$ cat src/rtl/prbq_pkg.sv
// ----------------------------------------------------------------------------
// prbq_pkg
// Shared types and codes for the priority ready/blocked queue scheduler.
// ----------------------------------------------------------------------------
package prbq_pkg;

    // Output field widths, fixed by the result word
    localparam int PID_OUT_W   = 8;
    localparam int LEVEL_OUT_W = 2;

    // Action codes; codes above query act as query
    typedef enum logic [3:0] {
        ACT_INS_READY    = 4'd0,
        ACT_DROP_READY   = 4'd1,
        ACT_INS_BLOCK    = 4'd2,
        ACT_POP_BLOCK    = 4'd3,
        ACT_CLEAR_RUN    = 4'd4,
        ACT_RUN_TO_READY = 4'd5,
        ACT_RUN_TO_BLOCK = 4'd6,
        ACT_READY_TO_RUN = 4'd7,
        ACT_QUERY        = 4'd8
    } action_t;

    // Result status codes
    typedef enum logic [1:0] {
        ST_OK        = 2'd0,
        ST_BAD_LEVEL = 2'd1,
        ST_FULL      = 2'd2,
        ST_EMPTY     = 2'd3
    } status_t;

    // Queue select, top bit of the queue memory address
    localparam logic SEL_READY = 1'b0;
    localparam logic SEL_BLOCK = 1'b1;

    // Highest-priority running slot
    typedef struct packed {
        logic                   found;
        logic [LEVEL_OUT_W-1:0] lvl;
        logic [PID_OUT_W-1:0]   pid;
    } run_pick_t;

endpackage

$ cat src/rtl/prbq_run_pick.sv
// ----------------------------------------------------------------------------
// prbq_run_pick
// Priority pick over the running slots: the highest occupied level wins.
// ----------------------------------------------------------------------------
module prbq_run_pick #(
    parameter int LEVELS    = 3,
    parameter int PID_WIDTH = 8
) (
    input  logic [LEVELS-1:0]    slot_valid,
    input  logic [PID_WIDTH-1:0] slot_pid [LEVELS],
    output prbq_pkg::run_pick_t  pick
);
    import prbq_pkg::*;

    // Scan upward so the highest occupied level overrides the lower ones
    always_comb
    begin
        pick = '0;
        for (int i = 0; i < LEVELS; i++)
        begin
            if (slot_valid[i])
            begin
                pick.found = 1'b1;
                pick.lvl   = LEVEL_OUT_W'(i);
                pick.pid   = PID_OUT_W'(slot_pid[i]);
            end
        end
    end

endmodule

$ cat src/rtl/priority_ready_block_queues.sv
// ----------------------------------------------------------------------------
// priority_ready_block_queues
// Multilevel scheduler: per level a running slot, a ready FIFO and a blocked
// FIFO of process IDs, with all FIFO entries held in one queue memory.
// ----------------------------------------------------------------------------
// Usage:
//   Input channel (in_valid / in_stall) takes one command word: action,
//   level and pid. Output channel (out_valid / out_stall) returns one result
//   word per command: status plus the highest-priority running ID after the
//   command took effect.
//   At acceptance the command word is registered and the synchronous read
//   of the ready head from the queue memory is launched; the commit then
//   applies the update and loads the output register. The registered memory
//   read sets this sequence; a new command is not accepted until the current
//   one has committed.
//   in_stall is high while a command is executing. A finished result sits in
//   the output register; the next command is accepted while it waits. If the
//   receiver still stalls when the following command is ready to commit,
//   that command holds in execution until the output register frees up.
//   Reset empties every FIFO and running slot at once (head and count
//   registers only); the memory needs no clearing pass.
// ----------------------------------------------------------------------------
module priority_ready_block_queues #(
    parameter int LEVELS      = 3,
    parameter int QUEUE_DEPTH = 16,
    parameter int PID_WIDTH   = 8
) (
    input  logic                                  clk,
    input  logic                                  rst_n,
    input  logic                                  in_valid,
    output logic                                  in_stall,
    input  logic [3:0]                            action,
    input  logic [1:0]                            level,
    input  logic [prbq_pkg::PID_OUT_W-1:0]        pid,
    output logic                                  out_valid,
    input  logic                                  out_stall,
    output prbq_pkg::status_t                     status,
    output logic [prbq_pkg::PID_OUT_W-1:0]        running_pid,
    output logic                                  running_valid,
    output logic [prbq_pkg::LEVEL_OUT_W-1:0]      running_level
);
    import prbq_pkg::*;

    localparam int LW = (LEVELS > 1) ? $clog2(LEVELS) : 1;
    localparam int QW = $clog2(QUEUE_DEPTH);
    localparam int CW = $clog2(QUEUE_DEPTH + 1);
    localparam int AW = 1 + LW + QW;
    localparam int MEM_DEPTH = 2 ** AW;

    typedef enum logic {
        S_IDLE,
        S_EXEC
    } state_t;

    // Wrap a position into the FIFO ring
    function automatic logic [QW-1:0] ring_add(input logic [QW-1:0] head,
                                               input logic [CW-1:0] count);
        logic [QW+1:0] sum;
        begin
            sum = (QW+2)'(head) + (QW+2)'(count);
            if (sum >= (QW+2)'(QUEUE_DEPTH))
                sum = sum - (QW+2)'(QUEUE_DEPTH);
            return QW'(sum);
        end
    endfunction

    function automatic logic [QW-1:0] ring_inc(input logic [QW-1:0] head);
        begin
            if (head == QW'(QUEUE_DEPTH - 1))
                return '0;
            return head + 1'b1;
        end
    endfunction

    state_t                 state_reg;
    logic                   out_valid_reg;
    status_t                status_reg;
    run_pick_t              pick_reg;
    run_pick_t              pick;

    logic [QW-1:0]          rhead_reg [LEVELS];
    logic [QW-1:0]          rhead_next [LEVELS];
    logic [CW-1:0]          rcnt_reg [LEVELS];
    logic [CW-1:0]          rcnt_next [LEVELS];
    logic [QW-1:0]          bhead_reg [LEVELS];
    logic [QW-1:0]          bhead_next [LEVELS];
    logic [CW-1:0]          bcnt_reg [LEVELS];
    logic [CW-1:0]          bcnt_next [LEVELS];
    logic [PID_WIDTH-1:0]   run_pid_reg [LEVELS];
    logic [PID_WIDTH-1:0]   run_pid_next [LEVELS];
    logic [LEVELS-1:0]      run_vld_reg;
    logic [LEVELS-1:0]      run_vld_next;

    logic [3:0]             action_reg;
    logic [LW-1:0]          lv_idx_reg;
    logic                   lv_ok_reg;
    logic [PID_WIDTH-1:0]   pid_reg;

    logic                   accept;
    logic                   commit;
    logic                   in_lv_ok;
    logic [LW-1:0]          in_lv_idx;

    logic [PID_WIDTH-1:0]   mem [MEM_DEPTH];
    logic [AW-1:0]          rd_addr;
    logic [PID_WIDTH-1:0]   rd_data_reg;
    logic                   wr_en;
    logic                   wr_sel;
    logic [PID_WIDTH-1:0]   wr_data;
    logic [AW-1:0]          wr_addr;

    status_t                st_next;
    logic [QW-1:0]          rtail;
    logic [QW-1:0]          btail;
    logic                   r_full;
    logic                   r_empty;
    logic                   b_full;

    // Handshake
    assign in_stall = (state_reg != S_IDLE);
    assign accept   = in_valid && !in_stall;
    assign commit   = (state_reg == S_EXEC) && (!out_valid_reg || !out_stall);

    // Level check; an invalid level maps to entry zero and is never used
    assign in_lv_ok  = (32'(level) < LEVELS);
    assign in_lv_idx = in_lv_ok ? LW'(level) : '0;

    // Capture the command word
    always_ff @(posedge clk)
    begin
        if (accept)
        begin
            action_reg <= action;
            lv_idx_reg <= in_lv_idx;
            lv_ok_reg  <= in_lv_ok;
            pid_reg    <= PID_WIDTH'(pid);
        end
    end

    // Queue memory: read the ready head on accept, write on commit
    assign rd_addr = {SEL_READY, in_lv_idx, rhead_reg[in_lv_idx]};
    assign wr_addr = {wr_sel, lv_idx_reg, (wr_sel == SEL_BLOCK) ? btail : rtail};

    always_ff @(posedge clk)
    begin
        if (accept)
            rd_data_reg <= mem[rd_addr];
        if (commit && wr_en)
            mem[wr_addr] <= wr_data;
    end

    // Execute the command against the current level
    always_comb
    begin
        rhead_next   = rhead_reg;
        rcnt_next    = rcnt_reg;
        bhead_next   = bhead_reg;
        bcnt_next    = bcnt_reg;
        run_pid_next = run_pid_reg;
        run_vld_next = run_vld_reg;
        st_next      = ST_OK;
        wr_en        = 1'b0;
        wr_sel       = SEL_READY;
        wr_data      = pid_reg;

        rtail   = ring_add(rhead_reg[lv_idx_reg], rcnt_reg[lv_idx_reg]);
        btail   = ring_add(bhead_reg[lv_idx_reg], bcnt_reg[lv_idx_reg]);
        r_full  = (rcnt_reg[lv_idx_reg] == CW'(QUEUE_DEPTH));
        r_empty = (rcnt_reg[lv_idx_reg] == '0);
        b_full  = (bcnt_reg[lv_idx_reg] == CW'(QUEUE_DEPTH));

        if (action_reg <= ACT_READY_TO_RUN && !lv_ok_reg)
            st_next = ST_BAD_LEVEL;
        else
        begin
            case (action_reg)
                ACT_INS_READY:
                begin
                    if (r_full)
                        st_next = ST_FULL;
                    else
                    begin
                        wr_en = 1'b1;
                        rcnt_next[lv_idx_reg] = rcnt_reg[lv_idx_reg] + 1'b1;
                    end
                end
                ACT_DROP_READY:
                begin
                    if (r_empty)
                        st_next = ST_EMPTY;
                    else
                    begin
                        rhead_next[lv_idx_reg] = ring_inc(rhead_reg[lv_idx_reg]);
                        rcnt_next[lv_idx_reg]  = rcnt_reg[lv_idx_reg] - 1'b1;
                    end
                end
                ACT_INS_BLOCK:
                begin
                    if (b_full)
                        st_next = ST_FULL;
                    else
                    begin
                        wr_en  = 1'b1;
                        wr_sel = SEL_BLOCK;
                        bcnt_next[lv_idx_reg] = bcnt_reg[lv_idx_reg] + 1'b1;
                    end
                end
                ACT_POP_BLOCK:
                begin
                    if (bcnt_reg[lv_idx_reg] == '0)
                        st_next = ST_EMPTY;
                    else
                    begin
                        bhead_next[lv_idx_reg] = ring_inc(bhead_reg[lv_idx_reg]);
                        bcnt_next[lv_idx_reg]  = bcnt_reg[lv_idx_reg] - 1'b1;
                    end
                end
                ACT_CLEAR_RUN:
                begin
                    if (!run_vld_reg[lv_idx_reg])
                        st_next = ST_EMPTY;
                    else
                    begin
                        run_vld_next[lv_idx_reg] = 1'b0;
                        run_pid_next[lv_idx_reg] = '0;
                    end
                end
                ACT_RUN_TO_READY:
                begin
                    if (!run_vld_reg[lv_idx_reg])
                        st_next = ST_EMPTY;
                    else if (r_full)
                        st_next = ST_FULL;
                    else
                    begin
                        wr_en   = 1'b1;
                        wr_data = run_pid_reg[lv_idx_reg];
                        rcnt_next[lv_idx_reg]    = rcnt_reg[lv_idx_reg] + 1'b1;
                        run_vld_next[lv_idx_reg] = 1'b0;
                        run_pid_next[lv_idx_reg] = '0;
                    end
                end
                ACT_RUN_TO_BLOCK:
                begin
                    if (!run_vld_reg[lv_idx_reg])
                        st_next = ST_EMPTY;
                    else if (b_full)
                        st_next = ST_FULL;
                    else
                    begin
                        wr_en   = 1'b1;
                        wr_sel  = SEL_BLOCK;
                        wr_data = run_pid_reg[lv_idx_reg];
                        bcnt_next[lv_idx_reg]    = bcnt_reg[lv_idx_reg] + 1'b1;
                        run_vld_next[lv_idx_reg] = 1'b0;
                        run_pid_next[lv_idx_reg] = '0;
                    end
                end
                ACT_READY_TO_RUN:
                begin
                    if (r_empty)
                        st_next = ST_EMPTY;
                    else
                    begin
                        rhead_next[lv_idx_reg]   = ring_inc(rhead_reg[lv_idx_reg]);
                        rcnt_next[lv_idx_reg]    = rcnt_reg[lv_idx_reg] - 1'b1;
                        run_pid_next[lv_idx_reg] = rd_data_reg;
                        run_vld_next[lv_idx_reg] = 1'b1;
                    end
                end
                default:
                begin
                    st_next = ST_OK;
                end
            endcase
        end
    end

    // Pick the running ID as it stands after the command
    prbq_run_pick #(
        .LEVELS    (LEVELS),
        .PID_WIDTH (PID_WIDTH)
    ) u_run_pick (
        .slot_valid (run_vld_next),
        .slot_pid   (run_pid_next),
        .pick       (pick)
    );

    // Per-level pointers and running slots
    always_ff @(posedge clk or negedge rst_n)
    begin
        if (!rst_n)
        begin
            for (int i = 0; i < LEVELS; i++)
            begin
                rhead_reg[i]   <= '0;
                rcnt_reg[i]    <= '0;
                bhead_reg[i]   <= '0;
                bcnt_reg[i]    <= '0;
                run_pid_reg[i] <= '0;
            end
            run_vld_reg <= '0;
        end
        else if (commit)
        begin
            rhead_reg   <= rhead_next;
            rcnt_reg    <= rcnt_next;
            bhead_reg   <= bhead_next;
            bcnt_reg    <= bcnt_next;
            run_pid_reg <= run_pid_next;
            run_vld_reg <= run_vld_next;
        end
    end

    // Sequencer and output register
    always_ff @(posedge clk or negedge rst_n)
    begin
        if (!rst_n)
        begin
            state_reg     <= S_IDLE;
            out_valid_reg <= 1'b0;
            status_reg    <= ST_OK;
            pick_reg      <= '0;
        end
        else
        begin
            case (state_reg)
                S_IDLE:
                begin
                    if (in_valid)
                        state_reg <= S_EXEC;
                end
                S_EXEC:
                begin
                    if (commit)
                        state_reg <= S_IDLE;
                end
                default:
                begin
                    state_reg <= S_IDLE;
                end
            endcase

            if (commit)
            begin
                out_valid_reg <= 1'b1;
                status_reg    <= st_next;
                pick_reg      <= pick;
            end
            else if (!out_stall)
                out_valid_reg <= 1'b0;
        end
    end

    assign out_valid     = out_valid_reg;
    assign status        = status_reg;
    assign running_pid   = pick_reg.pid;
    assign running_valid = pick_reg.found;
    assign running_level = pick_reg.lvl;

    // An accepted word always blocks the next cycle's input
    a_busy_after_accept: assert property (@(posedge clk) disable iff (!rst_n)
        (in_valid && !in_stall) |=> in_stall)
        else $error("input accepted back to back");

    // No running process reports zero ID and level
    a_idle_run_zero: assert property (@(posedge clk) disable iff (!rst_n)
        !running_valid |-> (running_pid == '0 && running_level == '0))
        else $error("empty run result carries an ID or level");

    // The reported level is a real level
    a_run_level_range: assert property (@(posedge clk) disable iff (!rst_n)
        (out_valid && running_valid) |-> (32'(running_level) < LEVELS))
        else $error("running level out of range");

    // A new result only loads while a command is executing
    a_result_from_exec: assert property (@(posedge clk) disable iff (!rst_n)
        (!out_valid || !out_stall) && state_reg == S_IDLE |=> !out_valid)
        else $error("result appeared without a command");

endmodule

$ cat config.mk
export PLATFORM = sky130hd
export DESIGN_NAME = priority_ready_block_queues
export DESIGN_NICKNAME = d
export VERILOG_FILES = /design/src/rtl/prbq_pkg.sv /design/src/rtl/prbq_run_pick.sv /design/src/rtl/priority_ready_block_queues.sv
export SDC_FILE = /design/constraint.sdc
export NUM_CORES = 1
export LEC_CHECK = 0
export ABC_AREA = 1
export BUFFER_PORTS_ARGS = -buffer_cell sky130_fd_sc_hd__buf_2
export CAP_MARGIN = 20
export CELL_PAD_IN_SITES_DETAIL_PLACEMENT = 1
export CELL_PAD_IN_SITES_GLOBAL_PLACEMENT = 1
export CORE_ASPECT_RATIO = 2
export CORE_MARGIN = 1.5
export CORE_UTILIZATION = 50
export DETAILED_ROUTE_END_ITERATION = 7
export GPL_TIMING_DRIVEN = 0
export PLACE_DENSITY_LB_ADDON = 0.1
export SYNTH_ARGS = -nofsm -noshare
export SYNTH_HDL_FRONTEND = slang
export SYNTH_SLANG_ARGS = --single-unit
$ cat constraint.sdc
create_clock -name clk -period 15.45 [get_ports clk]
set_clock_uncertainty 0.15 [all_clocks]
set_input_delay 3.8625 -clock clk [delete_from_list [all_inputs] [get_ports clk]]
set_output_delay 3.8625 -clock clk [all_outputs]
set_load 0.01 [all_outputs]
Word level (Yosys, flattened, before mapping)
Memory sizes are Yosys's and may differ from the RTL's. A register that Yosys moved wholly into a read port is not among the register bits.
Cells that the tools add are included.
W data, S select, Z words.
- register bits after elaboration: 111
- RAM bits: 1024
- bits of input ports: 18
- output and inout bits: 15
- logic and storage cells: 220
- memories: 1
- memories (name ; words ; bits a word ; rd ports ; clocked after Yosys merged registers in ; wr ports ; line ; source):
    mem ; 128 ; 8 ; 1 ; 1 ; 1 ; priority_ready_block_queues.sv:104 ; logic [PID_WIDTH-1:0] mem [MEM_DEPTH];
- add/sub/neg operators: 10
- magnitude comparators: 9
- equal/unequal tests: 18
- multiplexer cells: 124
- bitwise operators: 10
- reductions and logical operators: 22
- operators with widths (kind ; count):
    $mux W24 ; 7
    $mux W4 ; 24
    $pmux W24 S4 ; 1
    $mux W15 ; 6
    $pmux W15 S3 ; 2
    $mux W8 ; 8
    $bwmux W15 ; 4
    $bwmux W12 ; 3
    $mux W11 ; 3
    $mux W5 ; 5
    $and A24 B24 Y24 ; 1
    $bmux W4 S2 ; 3
    $bwmux W24 ; 1
    $mux W1 ; 24
    $mux W12 ; 2
    $not A24 Y24 ; 1
    $pmux W12 S2 ; 1
    $mux W3 ; 7
    $bmux W5 S2 ; 2
    $mux W2 ; 9
    $bmux W8 S2 ; 1
    $demux W8 S2 ; 1
    $eq A4 B3 Y1 const B ; 4
    $pmux W8 S2 ; 1
    41 further kinds ; 72

Logic depth before layout (Yosys ltp)
- word-level depth: 16
- depth in mapped cells: 24
- depth with buffers taken out: 21

Hierarchy
A second synthesis with hierarchy kept.
- cells, all modules: 2461
- area, all modules: 23762.8 µm²
- by module, submodules not included (module ; times used ; cells an instance ; area an instance (µm²) ; seq. area each (µm²)):
    priority_ready_block_queues ; 1 ; 2403 ; 23497.5 ; 14624.0
    prbq_run_pick ; 1 ; 58 ; 265.3 ; 0.0

Worst setup path before layout
OpenSTA, ideal clock, no wires.
- kind: input to register
- from: input port level[0]
- to: register rd_data_reg[6] (read register of mem) (data pin)
- setup time: 259 ps
- arrival: 5381 ps
- required time: 15041 ps
- slack: 9661 ps
- cell stages on the path: 12
- path buffers: 2
- cells stage by stage: inv_1 -> nand2_1 -> inv_2 -> nor2_1 -> buf_2 -> a221oi_2 -> inv_1 -> clkbuf_1 -> nand3_1 -> nand2_1 -> nand2_1 -> nand3_1
- cells in the longest elaborated chain, start to end: 6
- RTL lines (element ; line ; source):
    start: declaration ; priority_ready_block_queues.sv:33 ; input logic [1:0] level,
    $lt A2 B2 Y1 (*) ; priority_ready_block_queues.sv:125 ; assign in_lv_ok = (32'(level) < LEVELS);
    $mux W2 (*) ; priority_ready_block_queues.sv:126 ; assign in_lv_idx = in_lv_ok ? LW'(level) : '0;
    via in_lv_idx[1] ; priority_ready_block_queues.sv:102 ; logic [LW-1:0] in_lv_idx;
    $not A2 Y3 (not written as such) ; priority_ready_block_queues.sv:141 ; assign rd_addr = {SEL_READY, in_lv_idx, rhead_reg[in_lv_idx]};
    $bmux W4 S2 ; priority_ready_block_queues.sv:141 ;
    $mux W4 (not written as such) (2 in a row) ; priority_ready_block_queues.sv:141 ;
    end: declaration ; priority_ready_block_queues.sv:106 ; logic [PID_WIDTH-1:0] rd_data_reg;
Mark *: on every way through the listed nets, which the timed path passes. The rest lies on a longest branch. The select of a mux whose other input is x is not followed.
A chain may end at the register's enable or synchronous reset.

Final worst setup path
- from: input port level[0]
- to: register rd_data_reg[4] (read register of mem) (data pin)
The elaborated chain is that of the path after synthesis.

==> summary.md <==
| Metric | Value |
|---|---|
| Num CTS Buffers | 46 |
| Routed Antenna Nets | 0 |
| Flip-flop and latch count after synthesis | roughly 500 |
| Core Area | 45100 um2 |
| Largest incremental delay on the critical path | 0.69 ns |
| PD cells | 167 nW/um2 |
| Dominant synthesized flop cell | sky130_fd_sc_hd__edfxtp_1 |
| Class of the tightest hold or removal check | reg -> reg |
| Largest vdd supply drop | 172 uV |
| Period minus WS final | slightly below 7 ns |
| Max FFs per register | 384 |
| All-Layer GR Usage | approximately 37% |
| Data arrival time of the worst path | 7.20 ns |
| Number of buffers inserted by port buffering | 32 |
| Mapped Avg Cell Area | 10.1 um2 |
| Relative slew margins | just over 20% |
| Crit path capture type | register |
| IO Count | 33 |
| Slew Limit Fails | 0 |
| Most repeated library cell on the critical path | sky130_fd_sc_hd__nand2_1 |
| Die H | 306 um |
| Slew of the pin with the lowest slew margin | 1.19 ns |
| Detail Route met3 WL | 3830 um |
| RSZ-0062 raised after global routing | no |
| WL met2 | 44800 um |
| Post-cts sizing count | 0 |
| Share of synthesized registers carrying an async set or reset | approximately a fifth |
| Maximum number of pins on one net before global-route repair | 55 |
| TritonCTS clock tree | built |
| Most frequent cells in the layout | sky130_fd_sc_hd__nand2_1 (569), sky130_fd_sc_hd__edfxtp_1 (407), sky130_fd_sc_hd__inv_1 (223), sky130_fd_sc_hd__o21ai_0 (223), sky130_fd_sc_hd__nand3_1 (159) |
| Number of global-route vias before repair | 19300 |
| Starting Density | 50.9% |
| Req. time, crit path | 15.70 ns |
| Largest fanout on the critical path | 10 |
| Number of different library cells in the post-synthesis netlist | 52 |
| Run status | finished clean |
| Cell count after synthesis | 2277 |
| Final WL | 84900 um |
| Leakage Power | a little over 10 nW |
| Relative area change from synthesis to final layout | 12.1% |
| Worst hold margin | about 0.33 ns |
| Combined area of all synthesized cells | 23000 um2 |
| Wl on met1 | 26600 um |
| Vias after detailed routing | roughly 18000 |
| # fillers | 4980 |
| Maximum clock frequency | 0.144 GHz |
| Critical Path Source Type | input port |
| Clock-pin slew of the registers on the worst-case setup and hold paths | around 0.06 ns |
| Via-to-Cell Ratio | 6.02 |
| Number of enable-type register cells in the synthesized netlist | 407 |
| Bufs on Longest Clock Path | 3 |
| Dominant delay contributor by cell family on the critical path | buffers and inverters |
| Setup tns final | 0 ns |
| Uppermost layer routed | met4 |
| TritonCTS sink count | 502 |
| First-pass DRT Iterations | 5 |
| Ordered list of cells on the worst path | buf_2, inv_1, nand2_1, inv_2, nor2_1, nand2_1, nand2_2, inv_2, buf_2, clkbuf_1, o21ai_0, o211ai_1, nand3_1, nand2_1, nand2_1, nand3_1 |
| Final worst path period share | 44.9% |
| Die X-Extent | roughly 150 um |
| Final number of hold-violating endpoints | 0 |
| Worst setup path category | in -> reg |
| Critical path buffers and inverters | 6 |
| Slowest cell on the critical path | sky130_fd_sc_hd__clkbuf_1 |
| Average routed wire per standard cell | about 29 um |
| Warnings, synthesis | 0 |
| Total grt overflow | 0 |
| Max_cap viols | 0 |
| Placer congestion estimate | 1.01 |
| Source-to-sink clock delay at the later pin of the worst-skew pair | 0.59 ns |
| Wire length of the first global-routing pass | 123000 um |
| Number of buffers inserted by hold repair at cts | 0 |
| CTS root buffer | sky130_fd_sc_hd__clkbuf_16 |
| Half-perimeter wire length after detailed placement | 63500 um |
| Most common cell after layout, fill and taps aside | sky130_fd_sc_hd__nand2_1 |
| Row Count | 110 |
| # H-tree levels | 2 |
| Number of setup violations in the final report | 0 |
| Post-CTS Setup Bufs | 0 |
| Synthesized netlist net count | about 2300 |
| Antenna violations before repair | 0 |
| Share of synthesized area occupied by flip-flops and latches | 63.6% |
| DRC violation total after the first TritonRoute iteration | 1385 |
| Final-stage net count | 2399 |
| Die ar. | 47300 um2 |
| Fraction of layout cells with a size suffix above 1 | 9.82% |
| Final routed DRC violation total | 0 |
synthesized netlist by cell type, types with 4 or more instances:
master,count,share of area (%)
sky130_fd_sc_hd__nand4_1,11,0.30
sky130_fd_sc_hd__buf_2,44,0.96
sky130_fd_sc_hd__nand2_1,569,9.3
sky130_fd_sc_hd__nor2_2,7,0.19
sky130_fd_sc_hd__o21ai_0,231,5.0
sky130_fd_sc_hd__ha_1,12,0.65
sky130_fd_sc_hd__nand2_2,7,0.19
sky130_fd_sc_hd__a21oi_1,72,1.6
sky130_fd_sc_hd__nand3_2,10,0.44
sky130_fd_sc_hd__o211ai_1,96,3.1
sky130_fd_sc_hd__nor2_1,140,2.3
sky130_fd_sc_hd__nand3_1,159,3.5
sky130_fd_sc_hd__clkbuf_1,49,0.80
sky130_fd_sc_hd__buf_1,10,0.16
sky130_fd_sc_hd__o21ai_1,32,0.70
sky130_fd_sc_hd__a22oi_1,7,0.23
sky130_fd_sc_hd__buf_4,4,0.13
sky130_fd_sc_hd__edfxtp_1,407,53
sky130_fd_sc_hd__inv_1,223,3.6
sky130_fd_sc_hd__o22ai_1,12,0.33
sky130_fd_sc_hd__nor2_4,8,0.39
sky130_fd_sc_hd__inv_2,18,0.29
sky130_fd_sc_hd__xor2_1,11,0.42
sky130_fd_sc_hd__dfrtp_1,95,10
path summary, 6_finish.rpt:
check / start / to / slack (ns) / cells after the start
max reg2reg: lv_idx_reg[1] / mem[3][3] / 9.76 / 16
max in group asynchronous: rst_n / run_pid_reg[10] / 11.22 / 2
min in group asynchronous: rst_n / bcnt_reg[13] / 3.20 / 1
min reg2reg: bhead_reg[10] / bhead_reg[10] / 0.33 / 2
min: bhead_reg[10] / bhead_reg[10] / 0.33 / 2
max: level[0] / rd_data_reg[4] / 8.51 / 16
cell families (layout without fill, tap and decap cells):
family / after synthesis / in the layout / synth area share, %
AND/OR/NAND/NOR: 922 / 922 / 17.0
flip-flops: 502 / 502 / 63.6
AO/OA/AOI/OAI: 473 / 473 / 11.9
buffers and inverters: 352 / 478 / 6.11
adder cells (fa/ha/maj): 14 / 14 / 0.828
XOR/XNOR: 14 / 14 / 0.534
other: 0 / 1 / 0
cell type report:
cell class / count / area (um2) / area share, %
clock buffers: 55 / 1230 / 4.77
flip-flops and latches: 502 / 14600 / 56.7
inverters: 244 / 921 / 3.58
multi-input cells: 1423 / 7050 / 27.4
plain buffers: 108 / 483 / 1.88
diodes: 1 / 2.50 / 0.00973
well taps: 560 / 701 / 2.72
clock inverters: 29 / 363 / 1.41
repair buffers: 42 / 385 / 1.50
metal layers:
layer	up-vias	GRT usage [%]
li1	7980	-
met1	8839	35.3
met2	680	66.6
met3	341	4.42
met4	0	35.8
met5	-	0
power breakdown:
group          internal, W  switching, W
clock             0.000704      0.000517
sequential         0.00160     0.0000686
combinational     0.000336       0.00107
metrics by stage:
step	util [%]	cell area, um2	worst slack (ns)	power (W)	std cells
after detailed placement	53.5	24100	8.05	0.00306	2879
after global placement	52.8	23800	5.84	0.00300	2869
final	57.0	25700	8.51	0.00430	2964
after CTS	57.0	25700	8.64	0.00428	2963
after global routing	57.0	25700	8.35	0.00444	2963
after floorplan	-	23000	9.66	0.00246	2277
worst min-delay path, delay by kind of cell, from the launching register on:
kind | cells | cell delay, ns
AND/OR/NAND/NOR | 2 | 0.10
flip-flops | 1 | 0.35
No activity file was read; power rests on OpenSTA's default activity.
